==> config.mk <==
export PLATFORM = sky130hd
export DESIGN_NAME = selectable_branch_direction_predictor_core_flat
export DESIGN_NICKNAME = d
export VERILOG_FILES = /design/src/design/sbdp_pkg.sv /design/src/design/sbdp_if.sv /design/src/design/sbdp_ram.sv /design/src/design/sbdp_mod.sv /design/src/design/selectable_branch_direction_predictor_core.sv /design/src/flat_wrapper.sv
export SDC_FILE = /design/constraint.sdc
export NUM_CORES = 2
export LEC_CHECK = 0
export ABC_CLOCK_PERIOD_IN_PS = 58800
export BUFFER_PORTS_ARGS = -buffer_cell sky130_fd_sc_hd__buf_2
export CAP_MARGIN = 40
export CORE_UTILIZATION = 50
export DETAILED_ROUTE_END_ITERATION = 8
export PLACE_DENSITY = 0.73
export SLEW_MARGIN = 10
export SYNTH_ARGS = -nofsm -noshare
export SYNTH_HDL_FRONTEND = slang
export SYNTH_SLANG_ARGS = --single-unit
==> constraint.sdc <==
create_clock -name clk -period 58.8 [get_ports clk]
set_input_delay 8.82 -clock clk [delete_from_list [all_inputs] [get_ports clk]]
set_output_delay 8.82 -clock clk [all_outputs]
set_load 0.1 [all_outputs]
==> src/design/sbdp_pkg.sv <==
`timescale 1ns / 1ps

package sbdp_pkg;

    localparam int unsigned PC_W    = 32;

    typedef enum logic [1:0] {
        MODE_NEVER   = 2'd0,
        MODE_ALWAYS  = 2'd1,
        MODE_BIMODAL = 2'd2,
        MODE_LOCAL   = 2'd3
    } mode_t;

    typedef enum logic {
        OP_PREDICT = 1'b0,
        OP_TRAIN   = 1'b1
    } op_t;

    typedef logic [1:0] ctr_t;

    localparam ctr_t CTR_MIN       = 2'd0;
    localparam ctr_t CTR_RESET     = 2'd1;
    localparam ctr_t CTR_TAKEN_MIN = 2'd2;
    localparam ctr_t CTR_MAX       = 2'd3;

    function automatic ctr_t ctr_train(ctr_t c, logic t);
        ctr_t r;
        if (t)
        begin
            r = (c == CTR_MAX) ? CTR_MAX : c + 2'd1;
        end
        else
        begin
            r = (c == CTR_MIN) ? CTR_MIN : c - 2'd1;
        end
        return r;
    endfunction

endpackage

==> src/design/sbdp_if.sv <==
`timescale 1ns / 1ps

interface sbdp_req_if
    import sbdp_pkg::*;
();
    logic            valid;
    logic            ready;
    op_t             op;
    logic [PC_W-1:0] pc;
    logic            branch_insn;
    logic            taken;

    modport source (output valid, output op, output pc, output branch_insn, output taken,
                    input ready);
    modport sink   (input valid, input op, input pc, input branch_insn, input taken,
                    output ready);
endinterface

interface sbdp_rsp_if;
    logic valid;
    logic ready;
    logic predict_taken;

    modport source (output valid, output predict_taken, input ready);
    modport sink   (input valid, input predict_taken, output ready);
endinterface

interface sbdp_cfg_if
    import sbdp_pkg::*;
();
    logic  valid;
    logic  ready;
    mode_t predictor_mode;

    modport source (output valid, output predictor_mode, input ready);
    modport sink   (input valid, input predictor_mode, output ready);
endinterface

==> src/design/sbdp_ram.sv <==
`timescale 1ns / 1ps

module sbdp_ram #(
    parameter int unsigned WIDTH = 2,
    parameter int unsigned DEPTH = 256
)(
    input  logic                     clk,
    input  logic                     we,
    input  logic [$clog2(DEPTH)-1:0] waddr,
    input  logic [WIDTH-1:0]         wdata,
    input  logic [$clog2(DEPTH)-1:0] raddr,
    output logic [WIDTH-1:0]         rdata
);

    logic [WIDTH-1:0] mem [DEPTH];

    always_ff @(posedge clk)
    begin
        if (we)
        begin
            mem[waddr] <= wdata;
        end
        rdata <= mem[raddr];
    end

endmodule

==> src/design/sbdp_mod.sv <==
`timescale 1ns / 1ps

module sbdp_mod
    import sbdp_pkg::*;
#(
    parameter int unsigned MODULUS = 256
)(
    input  logic                       clk,
    input  logic                       rst_n,
    input  logic                       start,
    input  logic [PC_W-1:0]            value,
    output logic                       done,
    output logic [$clog2(MODULUS)-1:0] result
);

    localparam int unsigned RW     = $clog2(MODULUS);
    localparam bit          IS_POW2 = ((MODULUS & (MODULUS - 1)) == 0);

    generate
        if (IS_POW2)
        begin : g_mask
            logic          done_reg;
            logic [RW-1:0] rem_reg;

            always_ff @(posedge clk or negedge rst_n)
            begin
                if (!rst_n)
                begin
                    done_reg <= 1'b0;
                end
                else if (start)
                begin
                    done_reg <= 1'b1;
                end
            end

            always_ff @(posedge clk)
            begin
                if (start)
                begin
                    rem_reg <= value[RW-1:0];
                end
            end

            assign done   = done_reg;
            assign result = rem_reg;
        end
        else
        begin : g_recip
            localparam longint unsigned RECIP   = (64'd1 << PC_W) / 64'(MODULUS);
            localparam logic [PC_W-1:0] RECIP_C = PC_W'(RECIP);
            localparam logic [PC_W-1:0] MOD_C   = PC_W'(MODULUS);
            localparam logic [RW:0]     NV      = (RW + 1)'(MODULUS);

            logic              s1_reg;
            logic              s2_reg;
            logic              done_reg;
            logic [PC_W-1:0]   val_reg;
            logic [PC_W-1:0]   quo_reg;
            logic [RW:0]       diff_reg;
            logic [RW-1:0]     rem_reg;
            logic [2*PC_W-1:0] prod;
            logic [PC_W-1:0]   back;
            logic [PC_W-1:0]   diff;

            // quotient estimate is exact or one short, so one correction step follows
            assign prod = {{PC_W{1'b0}}, value} * {{PC_W{1'b0}}, RECIP_C};
            assign back = quo_reg * MOD_C;
            assign diff = val_reg - back;

            always_ff @(posedge clk or negedge rst_n)
            begin
                if (!rst_n)
                begin
                    s1_reg   <= 1'b0;
                    s2_reg   <= 1'b0;
                    done_reg <= 1'b0;
                end
                else
                begin
                    s1_reg <= start;
                    s2_reg <= s1_reg;
                    if (start)
                    begin
                        done_reg <= 1'b0;
                    end
                    else if (s2_reg)
                    begin
                        done_reg <= 1'b1;
                    end
                end
            end

            always_ff @(posedge clk)
            begin
                if (start)
                begin
                    val_reg <= value;
                    quo_reg <= prod[2*PC_W-1:PC_W];
                end
                if (s1_reg)
                begin
                    diff_reg <= diff[RW:0];
                end
                if (s2_reg)
                begin
                    rem_reg <= (diff_reg >= NV) ? RW'(diff_reg - NV) : diff_reg[RW-1:0];
                end
            end

            assign done   = done_reg;
            assign result = rem_reg;
        end
    endgenerate

endmodule

==> src/design/selectable_branch_direction_predictor_core.sv <==
`timescale 1ns / 1ps
// a predict result is registered after the index step, the history read and the pattern read;
// the pc modulo is done by reciprocal multiply in three stages unless the table size is a power of two
// a new request is taken only in idle, once the index step and the two dependent synchronous
// reads (history, then pattern counter) of the last one are through; a held result stalls
// the next predict. reset: mode never taken; a clearing pass over max(BIMODAL_ENTRIES,
// LOCAL_ENTRIES * 2**HISTORY_BITS) addresses writes the tables while requests are held off
module selectable_branch_direction_predictor_core
    import sbdp_pkg::*;
#(
    parameter int unsigned BIMODAL_ENTRIES = 256,
    parameter int unsigned LOCAL_ENTRIES   = 64,
    parameter int unsigned HISTORY_BITS    = 4
)(
    input logic        clk,
    input logic        rst_n,
    sbdp_req_if.sink   req,
    sbdp_rsp_if.source rsp,
    sbdp_cfg_if.sink   cfg
);

    localparam int unsigned BI_AW     = $clog2(BIMODAL_ENTRIES);
    localparam int unsigned LI_AW     = $clog2(LOCAL_ENTRIES);
    localparam int unsigned PAT_DEPTH = LOCAL_ENTRIES << HISTORY_BITS;
    localparam int unsigned PAT_AW    = LI_AW + HISTORY_BITS;
    localparam int unsigned CLR_DEPTH =
        (BIMODAL_ENTRIES > PAT_DEPTH) ? BIMODAL_ENTRIES : PAT_DEPTH;
    localparam int unsigned CLR_AW    = $clog2(CLR_DEPTH);

    typedef enum logic [4:0] {
        S_CLEAR = 5'b00001,
        S_IDLE  = 5'b00010,
        S_INDEX = 5'b00100,
        S_HIST  = 5'b01000,
        S_CNT   = 5'b10000
    } state_t;

    state_t              state_reg, state_next;
    mode_t               mode_reg;
    op_t                 op_reg;
    logic                branch_insn_reg;
    logic                taken_reg;
    logic                out_valid_reg;
    logic                out_taken_reg;
    logic [CLR_AW-1:0]   clr_cnt_reg;

    logic                req_fire;
    logic                clearing;
    logic                clr_last;
    logic                clr_bim, clr_hist, clr_pat;
    logic                bi_done, li_done;
    logic [BI_AW-1:0]    bi_idx;
    logic [LI_AW-1:0]    li_idx;
    logic                cnt_go;
    logic                rsp_load;
    logic                train_now;
    logic                predict_bit;

    logic                    bim_we;
    logic [BI_AW-1:0]        bim_waddr;
    ctr_t                    bim_wdata, bim_rdata;
    logic                    hist_we;
    logic [LI_AW-1:0]        hist_waddr;
    logic [HISTORY_BITS-1:0] hist_wdata, hist_rdata;
    logic                    pat_we;
    logic [PAT_AW-1:0]       pat_waddr, pat_raddr;
    ctr_t                    pat_wdata, pat_rdata;

    assign req.ready = (state_reg == S_IDLE);
    assign req_fire  = req.valid && req.ready;
    assign cfg.ready = 1'b1;

    assign rsp.valid         = out_valid_reg;
    assign rsp.predict_taken = out_taken_reg;

    sbdp_mod #(.MODULUS(BIMODAL_ENTRIES)) u_bi_mod (
        .clk    (clk),
        .rst_n  (rst_n),
        .start  (req_fire),
        .value  (req.pc),
        .done   (bi_done),
        .result (bi_idx)
    );

    sbdp_mod #(.MODULUS(LOCAL_ENTRIES)) u_li_mod (
        .clk    (clk),
        .rst_n  (rst_n),
        .start  (req_fire),
        .value  (req.pc),
        .done   (li_done),
        .result (li_idx)
    );

    // clearing pass
    assign clearing = (state_reg == S_CLEAR);
    assign clr_last = (clr_cnt_reg == CLR_AW'(CLR_DEPTH - 1));
    assign clr_bim  = {1'b0, clr_cnt_reg} < (CLR_AW + 1)'(BIMODAL_ENTRIES);
    assign clr_hist = {1'b0, clr_cnt_reg} < (CLR_AW + 1)'(LOCAL_ENTRIES);
    assign clr_pat  = {1'b0, clr_cnt_reg} < (CLR_AW + 1)'(PAT_DEPTH);

    // a predict result waits only for the output register to free up
    assign cnt_go    = (state_reg == S_CNT) &&
                       ((op_reg == OP_TRAIN) || !out_valid_reg || rsp.ready);
    assign rsp_load  = cnt_go && (op_reg == OP_PREDICT);
    assign train_now = cnt_go && (op_reg == OP_TRAIN);

    assign pat_raddr = {li_idx, hist_rdata};

    always_comb
    begin
        predict_bit = 1'b0;
        if (branch_insn_reg)
        begin
            unique case (mode_reg)
                MODE_NEVER:   predict_bit = 1'b0;
                MODE_ALWAYS:  predict_bit = 1'b1;
                MODE_BIMODAL: predict_bit = (bim_rdata >= CTR_TAKEN_MIN);
                MODE_LOCAL:   predict_bit = (pat_rdata >= CTR_TAKEN_MIN);
                default:      predict_bit = 1'b0;
            endcase
        end
    end

    always_comb
    begin
        if (clearing)
        begin
            bim_we     = clr_bim;
            bim_waddr  = clr_cnt_reg[BI_AW-1:0];
            bim_wdata  = CTR_RESET;
            hist_we    = clr_hist;
            hist_waddr = clr_cnt_reg[LI_AW-1:0];
            hist_wdata = '0;
            pat_we     = clr_pat;
            pat_waddr  = clr_cnt_reg[PAT_AW-1:0];
            pat_wdata  = CTR_RESET;
        end
        else
        begin
            bim_we     = train_now && (mode_reg == MODE_BIMODAL);
            bim_waddr  = bi_idx;
            bim_wdata  = ctr_train(bim_rdata, taken_reg);
            hist_we    = train_now && (mode_reg == MODE_LOCAL);
            hist_waddr = li_idx;
            hist_wdata = HISTORY_BITS'({hist_rdata, taken_reg});
            pat_we     = train_now && (mode_reg == MODE_LOCAL);
            pat_waddr  = pat_raddr;
            pat_wdata  = ctr_train(pat_rdata, taken_reg);
        end
    end

    sbdp_ram #(.WIDTH(2), .DEPTH(BIMODAL_ENTRIES)) u_bim_ram (
        .clk   (clk),
        .we    (bim_we),
        .waddr (bim_waddr),
        .wdata (bim_wdata),
        .raddr (bi_idx),
        .rdata (bim_rdata)
    );

    sbdp_ram #(.WIDTH(HISTORY_BITS), .DEPTH(LOCAL_ENTRIES)) u_hist_ram (
        .clk   (clk),
        .we    (hist_we),
        .waddr (hist_waddr),
        .wdata (hist_wdata),
        .raddr (li_idx),
        .rdata (hist_rdata)
    );

    sbdp_ram #(.WIDTH(2), .DEPTH(PAT_DEPTH)) u_pat_ram (
        .clk   (clk),
        .we    (pat_we),
        .waddr (pat_waddr),
        .wdata (pat_wdata),
        .raddr (pat_raddr),
        .rdata (pat_rdata)
    );

    always_comb
    begin
        state_next = state_reg;
        unique case (state_reg)
            S_CLEAR:
            begin
                if (clr_last)
                begin
                    state_next = S_IDLE;
                end
            end
            S_IDLE:
            begin
                if (req_fire)
                begin
                    state_next = S_INDEX;
                end
            end
            S_INDEX:
            begin
                // indexes stable, history and bimodal reads issued
                if (bi_done && li_done)
                begin
                    state_next = S_HIST;
                end
            end
            S_HIST:
            begin
                // history back, pattern read issued
                state_next = S_CNT;
            end
            S_CNT:
            begin
                if (cnt_go)
                begin
                    state_next = S_IDLE;
                end
            end
            default:
            begin
                state_next = S_IDLE;
            end
        endcase
    end

    always_ff @(posedge clk or negedge rst_n)
    begin
        if (!rst_n)
        begin
            state_reg     <= S_CLEAR;
            mode_reg      <= MODE_NEVER;
            out_valid_reg <= 1'b0;
            clr_cnt_reg   <= '0;
        end
        else
        begin
            state_reg <= state_next;
            if (cfg.valid)
            begin
                mode_reg <= cfg.predictor_mode;
            end
            if (clearing)
            begin
                clr_cnt_reg <= clr_cnt_reg + CLR_AW'(1);
            end
            if (rsp_load)
            begin
                out_valid_reg <= 1'b1;
            end
            else if (rsp.ready)
            begin
                out_valid_reg <= 1'b0;
            end
        end
    end

    always_ff @(posedge clk)
    begin
        if (req_fire)
        begin
            op_reg          <= req.op;
            branch_insn_reg <= req.branch_insn;
            taken_reg       <= req.taken;
        end
        if (rsp_load)
        begin
            out_taken_reg <= predict_bit;
        end
    end

endmodule
==> src/flat_wrapper.sv <==
// flat-port wrapper written by rule: the top's interface ports become plain ports
module selectable_branch_direction_predictor_core_flat import sbdp_pkg::*;
#(
    parameter int unsigned BIMODAL_ENTRIES = 256,
    parameter int unsigned LOCAL_ENTRIES   = 64,
    parameter int unsigned HISTORY_BITS    = 4
)
  (clk, rst_n, req_valid, req_op, req_pc, req_branch_insn, req_taken, req_ready, rsp_valid, rsp_predict_taken, rsp_ready, cfg_valid, cfg_predictor_mode, cfg_ready);
  sbdp_req_if req_i ();
  sbdp_rsp_if rsp_i ();
  sbdp_cfg_if cfg_i ();
  input logic clk;
  input logic rst_n;
  input wire logic [$bits(req_i.valid)-1:0] req_valid;
  input wire logic [$bits(req_i.op)-1:0] req_op;
  input wire logic [$bits(req_i.pc)-1:0] req_pc;
  input wire logic [$bits(req_i.branch_insn)-1:0] req_branch_insn;
  input wire logic [$bits(req_i.taken)-1:0] req_taken;
  output wire logic [$bits(req_i.ready)-1:0] req_ready;
  output wire logic [$bits(rsp_i.valid)-1:0] rsp_valid;
  output wire logic [$bits(rsp_i.predict_taken)-1:0] rsp_predict_taken;
  input wire logic [$bits(rsp_i.ready)-1:0] rsp_ready;
  input wire logic [$bits(cfg_i.valid)-1:0] cfg_valid;
  input wire logic [$bits(cfg_i.predictor_mode)-1:0] cfg_predictor_mode;
  output wire logic [$bits(cfg_i.ready)-1:0] cfg_ready;
  assign req_i.valid = req_valid;
  assign req_i.op = req_op;
  assign req_i.pc = req_pc;
  assign req_i.branch_insn = req_branch_insn;
  assign req_i.taken = req_taken;
  assign req_ready = req_i.ready;
  assign rsp_valid = rsp_i.valid;
  assign rsp_predict_taken = rsp_i.predict_taken;
  assign rsp_i.ready = rsp_ready;
  assign cfg_i.valid = cfg_valid;
  assign cfg_i.predictor_mode = cfg_predictor_mode;
  assign cfg_ready = cfg_i.ready;
  selectable_branch_direction_predictor_core #(.BIMODAL_ENTRIES(BIMODAL_ENTRIES), .LOCAL_ENTRIES(LOCAL_ENTRIES), .HISTORY_BITS(HISTORY_BITS)) u_core (.clk(clk), .rst_n(rst_n), .req(req_i), .rsp(rsp_i), .cfg(cfg_i));
endmodule
==> results.cfg <==
[status]
status = completed

[timing]
max-slew-margin-rel = 0.143
rsz0062_at_grt = no
worst_pin_slew_ns = 1.29
finalCritPeriodShare = 0.195
fin_skew_ns = 0.0742
setup_viol = 0
min_period_ns = 11.45
slew_violations = 0
fin_setup_tns_ns = 0
max_freq_mhz = 87.3
final_hold_viol_count = 0

[placement]
dp_hpwl_um = 169000
gp_congestion = 0.823
portBuffers = 20

[grt]
overflow = 0
grt_pass1_wl_um = 430000
grt_usage = 0.251
grt_pass1_vias = 64100
antenna_found_initial = 10
grt_max_degree = 257

[pwr]
cellLeakagePower_nw = 39.6
vdd_drop_max_mv = 0.0541
power_density_nw_per_um2 = 45.9

[route]
drtIter0Drc = 8814
wire_per_inst_um = 30.0
wl_um = 296000
drc_errors = 0
drtAntennaViolNets = 0
drt-vias-per-instance = 6.43
vias = 63300
drtPass1Iterations = 5

[critical_path]
criticalPathCategory = register to output pin
critPathArrivalTime_ns = 2.63
cp_top_family = simple AND/OR/NAND/NOR gates
critPathLaunchType = register
cp_data_required_time_ns = 49.98
cp_cell_sequence = nand2b_1, nor4_1, buf_2
crit_fanout = 6
end_kind = output pin
slowest_delay_ns = 0.55
slowest_stage = buf_2
critPathBufInv = 1

[clock_network]
cts_post_setup_buffers_inserted = 0
cts_tree = yes
cts_htree_levels = 5
cts_buffer_depth = 4
clk_latency_ns = 0.94
cts_resized = 0
clk_pin_slew_ns = 0.06
numCtsBuffers = 293
numClockSinks = 2855
cts-hold-fix-buffers = 0
clock-root-buffer = clkbuf_16

[layout]
layout.nets = 6649
final_core_util = 0.564
largest-register = u_core.u_pat_ram.mem
syn_to_final_growth_pct = 11.9
largestRegisters = u_core.u_pat_ram.mem (2048), u_core.u_bim_ram.mem (512), u_core.u_hist_ram.mem (256)
largest_register_ffs = 2048
drive_gt1_frac = 0.205

[logic_synthesis]
synth-seq-cells = 2855
avgSynthCellArea_um2 = 17.6
synth_ff_type = edfxtp_1
netlist_area_um2 = 116000
synth_edf_count = 2828
syn_inst = 6595
synth_async_sr_flop_share = 0.00665
syn-num-nets = 6638
yosysWarnings = 0
synth_seq_area_share = 0.737
ys_types = 68

[floorplan]
rows = 176
core_um2 = 230000
start_util = 0.504
die_width_um = 484
dieArea_um2 = 234000
die_h_um = 484
num_io_pins = 46

[worst_hold_path]
hold_class = register to register

[job]
maxCapViolations = 0
## synth_stat cells, types with 8 or more instances
master | number | share of area
edfxtp_1 | 2828 | 0.73
nor2_1 | 1394 | 0.045
mux4_2 | 666 | 0.13
clkbuf_1 | 316 | 0.010
mux2i_1 | 241 | 0.021
nand2_1 | 179 | 0.0058
buf_2 | 117 | 0.0050
o221ai_1 | 82 | 0.0062
a21oi_1 | 81 | 0.0035
o22ai_1 | 61 | 0.0033
a22oi_1 | 56 | 0.0036
buf_4 | 50 | 0.0032
nand3_1 | 48 | 0.0021
nor3_1 | 46 | 0.0020
o21ai_0 | 46 | 0.0020
buf_1 | 42 | 0.0014
nand2b_1 | 31 | 0.0017
a211oi_1 | 25 | 0.0016
or2_2 | 20 | 0.0011
dfrtp_1 | 18 | 0.0039
nand3b_1 | 16 | 0.0010
nor2b_1 | 16 | 0.00086
a22o_1 | 14 | 0.0011
nand4_1 | 14 | 0.00075
a221oi_1 | 13 | 0.00098
mux2_2 | 13 | 0.0013
and2_1 | 12 | 0.00065
inv_1 | 12 | 0.00039
o31ai_1 | 12 | 0.00078
nor4_1 | 11 | 0.00059
a2111oi_0 | 10 | 0.00075
or3_1 | 10 | 0.00054
nor3b_1 | 9 | 0.00058
dfxtp_1 | 8 | 0.0014
## placed cells by master (no fill, tap or decap), types with 12 or more instances in the layout
master      Yosys  layout
edfxtp_1     2828    2828
nor2_1       1394    1391
mux4_2        666     666
clkbuf_16       0     299
mux2i_1       241     241
nand2_1       179     164
buf_4          50     134
o221ai_1       82      82
a21oi_1        81      79
o22ai_1        61      61
clkinv_1        1      59
a22oi_1        56      56
clkbuf_1      316      55
clkinv_2        0      47
o21ai_0        46      44
buf_16          0      42
nor3_1         46      39
nand2b_1       31      30
nand3_1        48      30
a211oi_1       25      25
buf_2         117      25
buf_8           0      21
or2_2          20      19
buf_12          0      19
dfrtp_1        18      18
nand3b_1       16      16
nand3_4         0      16
bufinv_16       0      16
nand2_2         0      15
a22o_1         14      14
nor2b_1        16      14
nand4_1        14      14
a221oi_1       13      13
mux2_2         13      13
inv_1          12      12
clkinvlp_4      0      12
## routing by layer
layer  part of all wire  GRT usage  wire [um]
met5            0.00015          0         43
met4              0.043      0.102      12700
met3               0.12     0.0576      34600
met2               0.48      0.401     142000
met1               0.36      0.335     107000
## worst register-to-register path, stage by stage (launching register included)
cell	delay [ns]
dfxtp_4	0.87
buf_4	0.67
buf_4	0.79
buf_4	0.49
buf_16	0.31
buf_4	0.63
mux4_2	0.62
a22o_1	0.20
a221oi_1	0.64
o22ai_1	0.18
or4_1	0.53
nand4_1	0.11
nand4_1	0.10
## per-stage QoR
step                cell area [um2]  total power [mW]  setup WS [ns]  instances  hold slack (ns)
floorplan                    116000              4.41          10.81       6595            0.450
finish                       130000              5.96          47.35       9843            0.517
global placement             119000              4.16          48.35       9248            0.484
global route                 130000              6.12          47.25       9841            0.550
CTS                          130000              5.95          47.31       9837            0.515
detailed placement           121000              4.22          48.33       9334            0.500
## where the power goes
group	leakage (nW)	internal [mW]	switching, mW	total (mW)
logic	9.52	0.547	1.01	1.55
clock network	4.33	1.00	0.751	1.76
registers	25.8	2.62	0.0305	2.65
total	39.6	4.17	1.79	5.96
## worst paths after layout
path / from / to / slack (ns) / cells after the start
setup / recovery: u_core.state_reg[2] / req_ready / 47.35 / 3
hold / removal: u_core.u_bi_mod.done / u_core.state_reg[2] / 0.52 / 1
setup reg to reg: u_core.u_hist_ram.rdata[0] / u_core.u_pat_ram.rdata[1] / 52.58 / 12
hold reg to reg: u_core.u_bi_mod.done / u_core.state_reg[2] / 0.52 / 1
max in group asynchronous: rst_n / u_core.clr_cnt_reg[1] / 50.58 / 1
min in group asynchronous: rst_n / u_core.mode_reg[0] / 7.84 / 1
## layout make-up
| type | count | area [um2] |
|---|---|---|
| fill | 16800 | 100000 |
| clock buffer | 359 | 7760 |
| multi-input combinational | 3198 | 28600 |
| antenna | 3 | 7.51 |
| clock inverter | 144 | 1120 |
| tap | 3026 | 3790 |
| inverter | 13 | 50.0 |
| sequential | 2855 | 85600 |
| timing repair buffer | 245 | 3030 |
## kinds of logic after synthesis
kind of cell | after synthesis | share of synthesized area
adders and majority gates | 1 | 0.000108
buffers and inverters | 542 | 0.0206
muxes | 920 | 0.151
AOI/OAI and AO/OA | 444 | 0.0268
xor gates and xnor gates | 9 | 0.000679
and+or+nand+nor | 1823 | 0.0637
DFF | 2855 | 0.737
other | 1 | 0.0000323
Power figures use the tool's default switching activity.
